`src/design/asu_pkg.sv`:
```
// Shared types and constants for the Adam / SGD parameter update block.
// Used by the controller, datapath, top level and bench; no dependencies of its own.
package asu_pkg;

  localparam logic [31:0] ONE_Q31 = 32'h8000_0000;
  localparam logic [30:0] BETA1   = 31'd1932735283;
  localparam logic [30:0] BETA2   = 31'd2145336164;
  localparam logic [31:0] OMB1    = 32'd214748365;
  localparam logic [31:0] OMB2    = 32'd2147484;

  localparam logic [23:0] RST_LR  = 24'd16777;
  localparam logic [31:0] RST_EPS = 32'd43;

  localparam logic [1:0] REG_OPT = 2'd0;
  localparam logic [1:0] REG_LR  = 2'd1;
  localparam logic [1:0] REG_EPS = 2'd2;

  localparam logic [33:0] STEP_CAP = 34'h2_0000_0000;

  typedef enum logic [4:0] {
    OP_NONE, OP_PW1M, OP_PW1U, OP_PW2M, OP_PW2U, OP_SGDM, OP_SGDU,
    OP_M1, OP_M2, OP_MU, OP_SQM, OP_SQU, OP_V1, OP_V2, OP_VU,
    OP_DM, OP_MHU, OP_DV, OP_VHU, OP_SQS, OP_DENU, OP_STM, OP_DS, OP_PU,
    OP_WBL, OP_WBS, OP_WBA, OP_OUT
  } op_t;

  typedef enum logic [5:0] {
    S_IDLE, S_DISP, S_PW1M, S_PW1U, S_PW2M, S_PW2U, S_SGDM, S_SGDU,
    S_M1, S_M2, S_MU, S_SQM, S_SQU, S_V1, S_V2, S_VU,
    S_DM, S_DMW, S_MHU, S_DV, S_DVW, S_VHU, S_SQS, S_SQW, S_DENU,
    S_STM, S_DS, S_DSW, S_PU, S_WBL, S_WBS, S_WBA, S_OUT
  } state_t;

  typedef struct packed {
    op_t  op;
    logic sel;
    logic capture;
    logic out_load;
  } cmd_t;

  typedef struct packed {
    logic in_range;
    logic mode;
    logic begin_pass;
    logic div_done;
    logic sqrt_done;
  } sts_t;

endpackage

```
`src/design/asu_ctrl.sv`:
```
// Controller state machine: sequences the datapath per request and runs both handshakes.
// Depends on asu_pkg for state, command and status types.
module asu_ctrl (
  input  logic          clk,
  input  logic          rst_n,
  input  logic          in_valid,
  output logic          in_ready,
  output logic          out_valid,
  input  logic          out_ready,
  input  logic          opt_sel,
  input  asu_pkg::sts_t sts,
  output asu_pkg::cmd_t cmd
);

  asu_pkg::state_t state_r, state_nxt;
  logic            sel_r, sel_nxt;
  logic            out_valid_r;
  logic            out_free;

  assign out_free = !out_valid_r || out_ready;

  always_comb begin
    state_nxt = state_r;
    sel_nxt   = sel_r;
    case (state_r)
      asu_pkg::S_IDLE: if (in_valid) state_nxt = asu_pkg::S_DISP;
      asu_pkg::S_DISP: begin
        sel_nxt = 1'b0;
        if (!sts.in_range) state_nxt = asu_pkg::S_OUT;
        else if (sts.mode) state_nxt = asu_pkg::S_WBL;
        else if (!opt_sel) state_nxt = asu_pkg::S_SGDM;
        else if (sts.begin_pass) state_nxt = asu_pkg::S_PW1M;
        else state_nxt = asu_pkg::S_M1;
      end
      asu_pkg::S_PW1M: state_nxt = asu_pkg::S_PW1U;
      asu_pkg::S_PW1U: state_nxt = asu_pkg::S_PW2M;
      asu_pkg::S_PW2M: state_nxt = asu_pkg::S_PW2U;
      asu_pkg::S_PW2U: state_nxt = asu_pkg::S_M1;
      asu_pkg::S_SGDM: state_nxt = asu_pkg::S_SGDU;
      asu_pkg::S_SGDU: begin
        sel_nxt   = 1'b1;
        state_nxt = sel_r ? asu_pkg::S_WBS : asu_pkg::S_SGDM;
      end
      asu_pkg::S_M1:   state_nxt = asu_pkg::S_M2;
      asu_pkg::S_M2:   state_nxt = asu_pkg::S_MU;
      asu_pkg::S_MU:   state_nxt = asu_pkg::S_SQM;
      asu_pkg::S_SQM:  state_nxt = asu_pkg::S_SQU;
      asu_pkg::S_SQU:  state_nxt = asu_pkg::S_V1;
      asu_pkg::S_V1:   state_nxt = asu_pkg::S_V2;
      asu_pkg::S_V2:   state_nxt = asu_pkg::S_VU;
      asu_pkg::S_VU:   state_nxt = asu_pkg::S_DM;
      asu_pkg::S_DM:   state_nxt = asu_pkg::S_DMW;
      asu_pkg::S_DMW:  if (sts.div_done) state_nxt = asu_pkg::S_MHU;
      asu_pkg::S_MHU:  state_nxt = asu_pkg::S_DV;
      asu_pkg::S_DV:   state_nxt = asu_pkg::S_DVW;
      asu_pkg::S_DVW:  if (sts.div_done) state_nxt = asu_pkg::S_VHU;
      asu_pkg::S_VHU:  state_nxt = asu_pkg::S_SQS;
      asu_pkg::S_SQS:  state_nxt = asu_pkg::S_SQW;
      asu_pkg::S_SQW:  if (sts.sqrt_done) state_nxt = asu_pkg::S_DENU;
      asu_pkg::S_DENU: state_nxt = asu_pkg::S_STM;
      asu_pkg::S_STM:  state_nxt = asu_pkg::S_DS;
      asu_pkg::S_DS:   state_nxt = asu_pkg::S_DSW;
      asu_pkg::S_DSW:  if (sts.div_done) state_nxt = asu_pkg::S_PU;
      asu_pkg::S_PU: begin
        sel_nxt   = 1'b1;
        state_nxt = sel_r ? asu_pkg::S_WBA : asu_pkg::S_M1;
      end
      asu_pkg::S_WBL, asu_pkg::S_WBS, asu_pkg::S_WBA: state_nxt = asu_pkg::S_OUT;
      asu_pkg::S_OUT:  if (out_free) state_nxt = asu_pkg::S_IDLE;
      default:         state_nxt = asu_pkg::S_IDLE;
    endcase
  end

  always_comb begin
    cmd.sel      = sel_r;
    cmd.capture  = (state_r == asu_pkg::S_IDLE) && in_valid;
    cmd.out_load = (state_r == asu_pkg::S_OUT) && out_free;
    in_ready     = (state_r == asu_pkg::S_IDLE);
    case (state_r)
      asu_pkg::S_PW1M: cmd.op = asu_pkg::OP_PW1M;
      asu_pkg::S_PW1U: cmd.op = asu_pkg::OP_PW1U;
      asu_pkg::S_PW2M: cmd.op = asu_pkg::OP_PW2M;
      asu_pkg::S_PW2U: cmd.op = asu_pkg::OP_PW2U;
      asu_pkg::S_SGDM: cmd.op = asu_pkg::OP_SGDM;
      asu_pkg::S_SGDU: cmd.op = asu_pkg::OP_SGDU;
      asu_pkg::S_M1:   cmd.op = asu_pkg::OP_M1;
      asu_pkg::S_M2:   cmd.op = asu_pkg::OP_M2;
      asu_pkg::S_MU:   cmd.op = asu_pkg::OP_MU;
      asu_pkg::S_SQM:  cmd.op = asu_pkg::OP_SQM;
      asu_pkg::S_SQU:  cmd.op = asu_pkg::OP_SQU;
      asu_pkg::S_V1:   cmd.op = asu_pkg::OP_V1;
      asu_pkg::S_V2:   cmd.op = asu_pkg::OP_V2;
      asu_pkg::S_VU:   cmd.op = asu_pkg::OP_VU;
      asu_pkg::S_DM:   cmd.op = asu_pkg::OP_DM;
      asu_pkg::S_MHU:  cmd.op = asu_pkg::OP_MHU;
      asu_pkg::S_DV:   cmd.op = asu_pkg::OP_DV;
      asu_pkg::S_VHU:  cmd.op = asu_pkg::OP_VHU;
      asu_pkg::S_SQS:  cmd.op = asu_pkg::OP_SQS;
      asu_pkg::S_DENU: cmd.op = asu_pkg::OP_DENU;
      asu_pkg::S_STM:  cmd.op = asu_pkg::OP_STM;
      asu_pkg::S_DS:   cmd.op = asu_pkg::OP_DS;
      asu_pkg::S_PU:   cmd.op = asu_pkg::OP_PU;
      asu_pkg::S_WBL:  cmd.op = asu_pkg::OP_WBL;
      asu_pkg::S_WBS:  cmd.op = asu_pkg::OP_WBS;
      asu_pkg::S_WBA:  cmd.op = asu_pkg::OP_WBA;
      asu_pkg::S_OUT:  cmd.op = out_free ? asu_pkg::OP_OUT : asu_pkg::OP_NONE;
      default:         cmd.op = asu_pkg::OP_NONE;
    endcase
  end

  always_ff @(posedge clk) begin
    if (!rst_n) begin
      state_r     <= asu_pkg::S_IDLE;
      sel_r       <= 1'b0;
      out_valid_r <= 1'b0;
    end else begin
      state_r <= state_nxt;
      sel_r   <= sel_nxt;
      if (cmd.out_load) out_valid_r <= 1'b1;
      else if (out_ready) out_valid_r <= 1'b0;
    end
  end

  assign out_valid = out_valid_r;

endmodule

```
`config.mk`:
```
export PLATFORM = sky130hd
export DESIGN_NAME = asu_ctrl
export DESIGN_NICKNAME = d
export VERILOG_FILES = /design/src/design/asu_pkg.sv /design/src/design/asu_ctrl.sv
export SDC_FILE = /design/constraint.sdc
export NUM_CORES = 1
export LEC_CHECK = 0
export ABC_AREA = 1
export BUFFER_PORTS_ARGS = -buffer_cell sky130_fd_sc_hd__buf_2
export CORE_MARGIN = 2
export CORE_UTILIZATION = 40
export CTS_BUF_LIST = sky130_fd_sc_hd__clkbuf_8
export DETAILED_ROUTE_END_ITERATION = 6
export RECOVER_POWER = 25
export SLEW_MARGIN = 20
export SYNTH_ARGS = -nofsm -noshare
export SYNTH_HDL_FRONTEND = slang
export SYNTH_SLANG_ARGS = --single-unit
```
`constraint.sdc`:
```
create_clock -name clk -period 4 [get_ports clk]
set_input_delay 0.6 -clock clk [delete_from_list [all_inputs] [get_ports clk]]
set_output_delay 0.6 -clock clk [all_outputs]
set_load 0.02 [all_outputs]
```
==> key figures, run 1 <==
Outcome
  – Status: finished, final reports clean

Worst hold path
  – Hold Crit Class: register to register

Floorplanning
  – I/O Pins: 20
  – Die W: roughly 55 um
  – Die H: approximately 55 um
  – DIE AREA: approximately 3000 sq um
  – Initial core utilization: between 40% and 50%
  – Row count: 18
  – CORE AREA: approximately 2500 sq um

Synthesis
  – Synth Area in Simple Gates: 62.4%
  – Syn Inst Count: 200
  – Post-Synth XOR/XNOR Area: 0%
  – Syn Std Cell Area: 1030 sq um
  – Adder-Cell Fraction of Synth Area: 0%
  – Mapped Nets: 210
  – Main combinational cell family by area after synthesis: simple AND/OR/NAND/NOR gates
  – Mux contribution to synthesized area: 0%
  – Compound-Gate Fraction of Synth Area: about a tenth
  – Synth warnings: 0
  – Synthesized flop and latch total: 8
  – Unique masters post-synth: 23
  – Seq/Total Area, Yosys: 15.5%
  – Average size of a mapped cell: slightly above 5 sq um

Placed design
  – Cell count after placement: 245
  – PortBufs: 19
  – GP Congestion: between 1 and 1.5
  – Half-perimeter wire length after placement: 2890 um

Detailed routing
  – Post-DRT Antenna Nets: 0
  – Via/cell ratio: ~5.8
  – Drt drc: 0
  – First-iteration detailed-routing DRC count: 98
  – Via count: around 1400
  – DRT Pass-1 Iters: 6
  – Routed WL: 3570 um
  – Wirelength per Cell: around 14 um

Layout
  – Share of layout cells above drive strength 1: about 13%
  – Antenna diodes: 0
  – Layout area overhead: 13.5%
  – Final net count: 230
  – Final core utilization: a little under half
  – Most common cell after layout, fill and taps aside: nand2_1
  – # fillers: about 290
  – Non-Filler Instances: 248
  – Most frequent cells in the layout: 61 x nand2_1, 35 x nor2_1, 33 x nand3_1

Setup path
  – Slowest cell on crit path: nor2_1
  – Worst Setup End Kind: primary output
  – Critical path arrival: roughly 2400 ps
  – Reg2Reg Depth: 7
  – Setup crit start kind: register
  – R2r endpoint: state_r[0]
  – R2R Setup Slk: about 1900 ps
  – RR Startpoint: state_r[1]
  – Critical Path End: cmd[7]
  – Critical path fanouts, max: 15
  – CP dominant cell by count: nor2_1
  – CP cell instances: nor2_1 -> nand3_1 -> nor2_1 -> a21oi_1 -> nand4_1 -> buf_2
  – Crit path kind: register to primary output
  – Worst Setup SP: state_r[1]
  – Max incr delay on CP: 810 ps
  – Critical path data required time: between 3000 and 4000 ps

Power and ir drop
  – IR drop worst, VDD: 0.476 mV
  – Leak: around 0.71 nW
  – Power per cell area: ~530 nW/um^2

STA
  – WHS: between 500 and 600 ps
  – Finish-stage setup viols: 0
  – FMAX: 333 MHz
  – Slew Limit Fails: 0
  – Fin Setup TNS: 0 ps
  – Worst relative slew slack: approximately a third
  – RSZ-0062 raised after global routing: false
  – Worst Max-Slew Pin Slew: 1020 ps
  – Clk_skew: around 1.2 ps
  – Min Tclk post-route: 3000 ps
  – Final Hold Fails: 0
  – Fin crit share: 75.1%

Clocking
  – Num CTS Buffers: 3
  – Clk Latency, worst-skew pair: around 230 ps
  – Largest buffer count on any clock path: 2
  – Hold-fix buffers at CTS: 0
  – Post-CTS setup buffers: 0
  – Root Buffer: clkbuf_8
  – Clock slew at reported path FFs: approximately 40 ps
  – Clk sinks: 8
  – H-tree depth: 1
  – CTS tree: yes
  – Post_cts resized: 0

Global routing
  – Total gr overflow: 0
  – Overall routing resource usage: about a quarter
  – Vias in the first global route: between 1000 and 1500
  – Global-route wire length before repair: roughly 5700 um
  – Largest net degree at the start of global routing: 16
  – Initial antenna violation count: 0

Job
  – Max cap viols: 0
-- sequential cells by signal, indices dropped and copies added, names as in the netlist --
register / count
sel_r: 1
out_valid: 1
state_r: 6
-- worst max-delay path, delay by kind of cell, from the launching register on --
family,cells,cell delay [ps]
AO/OA/AOI/OAI,1,130
AND/OR/NAND/NOR,4,1460
flip-flops,1,410
buffers and inverters,1,170
-- area by class of cell --
type	count	area, sq um	area share [%]
Tap cell	30	37.5	3.21
Inverter	25	93.8	8.01
Timing Repair Buffer	20	100	8.55
Clock buffer	3	41.3	3.53
Sequential cell	8	160	13.7
Multi-Input combinational cell	162	738	63.0
-- metal layers --
metal / track usage [%] / vias to the layer above / part of all wire (%)
met1: 33.3 / 611 / 41
met5: 0 / - / 0
li1: - / 695 / -
met4: 17.5 / 0 / 6.6
met2: 42.3 / 95 / 44
met3: 2.73 / 34 / 8.4
-- cell usage after synthesis --
library cell / number / area share (%)
nand2_1: 61 / 22
nand3_1: 33 / 16
nor2_1: 33 / 12
inv_1: 24 / 8.7
dfxtp_1: 8 / 16
a21oi_1: 7 / 3.4
nand4_1: 7 / 4.2
nor2_2: 5 / 3.0
buf_4: 4 / 2.9
a31oi_1: 2 / 1.2
nand3_2: 2 / 1.9
nor4_1: 2 / 1.2
o21ai_0: 2 / 0.97
and2_1: 1 / 0.61
buf_2: 1 / 0.48
inv_2: 1 / 0.36
nand3b_1: 1 / 0.73
nor3_1: 1 / 0.48
o211ai_1: 1 / 0.73
o21a_1: 1 / 0.73
o21ai_1: 1 / 0.48
o221ai_1: 1 / 0.85
o22ai_2: 1 / 1.2
-- logic make-up (layout without fill, tap and decap cells) --
family | after synthesis | in the layout
simple gates | 146 | 146
flops | 8 | 8
buf+inv | 30 | 48
compound gates | 16 | 16
-- through the flow --
step / worst slack [ps] / power, mW / instance area [sq um]
floorplan: 1920 / 0.416 / 1030
global placement: 1670 / 0.522 / 1140
detailed placement: 1690 / 0.515 / 1140
CTS: 1440 / 0.613 / 1180
global route: 830 / 0.668 / 1170
finish: 996 / 0.616 / 1170
-- power by group --
part           total [mW]  switching [mW]  internal [mW]
clock network      0.0950          0.0300         0.0650
logic               0.401           0.285          0.116
registers           0.120          0.0245         0.0954
total               0.616           0.339          0.277
-- how the worst min path moves through the flow --
stage | cells past startpoint | from | slack, ps | endpoint
2_1_floorplan | 2 | sel_r | 490 | sel_r
3_3_place_gp | 2 | state_r[2] | 550 | state_r[2]
3_5_place_dp | 2 | state_r[2] | 550 | state_r[2]
4_1_cts | 2 | state_r[2] | 560 | state_r[2]
5_1_grt | 2 | sel_r | 600 | sel_r
6_report | 2 | state_r[2] | 560 | state_r[2]
Power figures use the tool's default switching activity.
==> run 2: changes to the inputs <==
==> constraint.sdc (replaced) <==
create_clock -name clk -period 2.69 [get_ports clk]
set_input_delay 0.4035 -clock clk [delete_from_list [all_inputs] [get_ports clk]]
set_output_delay 0.4035 -clock clk [all_outputs]
set_load 0.02 [all_outputs]
==> run 2 against run 1 <==
Compared with the run above: global-route usage fell by 0.14 points; final area rose by 1.7%; sequential power rose by 47%; critical path type unchanged; largest cell class unchanged; largest power group unchanged; highest routed layer unchanged.
==> key figures, run 2 (synthesized netlist as in run 1, its figures left out) <==
Setup path
  – R2R Setup Slk: roughly 900 ps
  – Critical path arrival: around 1900 ps
  – RR Startpoint: state_r[1]
  – CP cell instances: nor2_2 -> nand3_1 -> nand2_1 -> a31oi_1 -> nand4_1 -> buf_2
  – Max incr delay on CP: ~540 ps
  – Critical path data required time: about 2300 ps
  – Worst Setup SP: state_r[1]
  – Slowest cell on crit path: nor2_2
  – Worst Setup End Kind: primary output
  – Crit-path leading delay family: simple AND/OR/NAND/NOR gates
  – Crit path kind: register to primary output
  – Critical path fanouts, max: 15
  – Setup crit start kind: register
  – Bufs and invs on worst path: 1

Power and ir drop
  – IR drop worst, VDD: between 0.5 and 0.6 mV
  – Leak: 0.718 nW
  – Power per cell area: 790 nW/um^2

Detailed routing
  – Via/cell ratio: 5.73
  – DRT Pass-1 Iters: 7
  – Drt drc: 0
  – Post-DRT Antenna Nets: 0
  – Wirelength per Cell: 14.2 um
  – Via count: roughly 1400
  – Routed WL: 3550 um
  – First-iteration detailed-routing DRC count: roughly 120

Clocking
  – Hold-fix buffers at CTS: 0
  – Clock slew at reported path FFs: 40 ps
  – Post_cts resized: 0
  – Clk Latency, worst-skew pair: 220 ps
  – Root Buffer: clkbuf_8
  – H-tree depth: 1
  – CTS tree: yes
  – Clk sinks: 8
  – Largest buffer count on any clock path: 2
  – Num CTS Buffers: 3
  – Post-CTS setup buffers: 0

Outcome
  – Status: finished, final reports clean

Floorplanning
  – Row count: 18
  – I/O Pins: 20
  – DIE AREA: 3000 sq um
  – Initial core utilization: roughly 42%
  – Die W: about 55 um
  – Die H: around 55 um
  – CORE AREA: ~2500 sq um

Global routing
  – Total gr overflow: 0
  – Initial antenna violation count: 0
  – Vias in the first global route: roughly 1300
  – Global-route wire length before repair: between 5000 and 6000 um
  – Overall routing resource usage: 26.3%
  – Largest net degree at the start of global routing: 16

Placed design
  – PortBufs: 19
  – GP Congestion: 1.05
  – Half-perimeter wire length after placement: 2870 um

STA
  – Final Hold Fails: 0
  – Fin crit share: between 80% and 90%
  – RSZ-0062 raised after global routing: false
  – FMAX: about 430 MHz
  – Worst relative slew slack: 56.6%
  – Slew Limit Fails: 0
  – Clk_skew: ~1 ps
  – Worst Max-Slew Pin Slew: 650 ps
  – Finish-stage setup viols: 0
  – Fin Setup TNS: 0 ps
  – Min Tclk post-route: around 2300 ps

Layout
  – Most frequent cells in the layout: 61 x nand2_1, 33 x nor2_1, 33 x nand3_1
  – Largest Register: state_r
  – Layout area overhead: 15.4%
  – Number of flip-flops in the largest register: 6
  – Most common cell after layout, fill and taps aside: nand2_1
  – Final net count: around 230
  – Final core utilization: approximately 49%
  – Antenna diodes: 0
  – Share of layout cells above drive strength 1: between 10 and 15%

Job
  – Max cap viols: 0

Worst hold path
  – Hold path start: rst_n
  – Hold Crit Class: input port to register
==> run 2: cell count changes in the layout (fill, tap and decap cells not counted) <==
cell,change
buf_4,+2
nor2_1,-2
nor2_2,+2
==> run 2: power by group <==
group          switching (mW)  total [mW]  internal (mW)  leakage (nW)
Sequential             0.0338       0.176          0.142        0.0650
Clock                  0.0473       0.144         0.0970        0.0216
Combinational           0.433       0.622          0.188         0.631
==> run 2: worst reg2reg max path, stage by stage (launching register included) <==
cell and delay [ps]:
dfxtp_1 390, nor2_2 540, nand3_2 220, o22ai_2 210, inv_1 60, nand2_1 90
nand2_1 60, a21oi_1 150
==> run 2: final cells by class <==
class	instances	area [sq um]
inverters	25	93.8
multi-input cells	162	743
clock buffers	3	41.3
well taps	30	37.5
repair buffers	22	115
fillers	263	1260
flip-flops and latches	8	160
==> run 2: metal layers <==
layer / global-route usage, % / routed length [um] / up-vias
li1: - / - / 693
met1: 34.7 / 1400 / 621
met2: 40.7 / 1630 / 98
met3: 4.10 / 371 / 20
met4: 14.2 / 157 / 0
met5: 0 / 0 / -
==> run 2: per-stage QoR <==
step	hold slack [ps]	setup WS, ps	cell area, sq um	std cells	power (mW)
2_1_floorplan	490	805	1030	200	0.618
3_3_place_gp	532	625	1150	247	0.791
3_5_place_dp	537	657	1150	247	0.784
4_1_cts	405	401	1190	250	0.929
5_1_grt	435	253	1190	250	1.02
6_report	399	361	1190	250	0.942
==> run 2: final timing paths <==
kind,end,cells past startpoint
max,cmd[5],6
min,state_r[5],3
max reg2reg,state_r[1],7
min reg2reg,sel_r,2
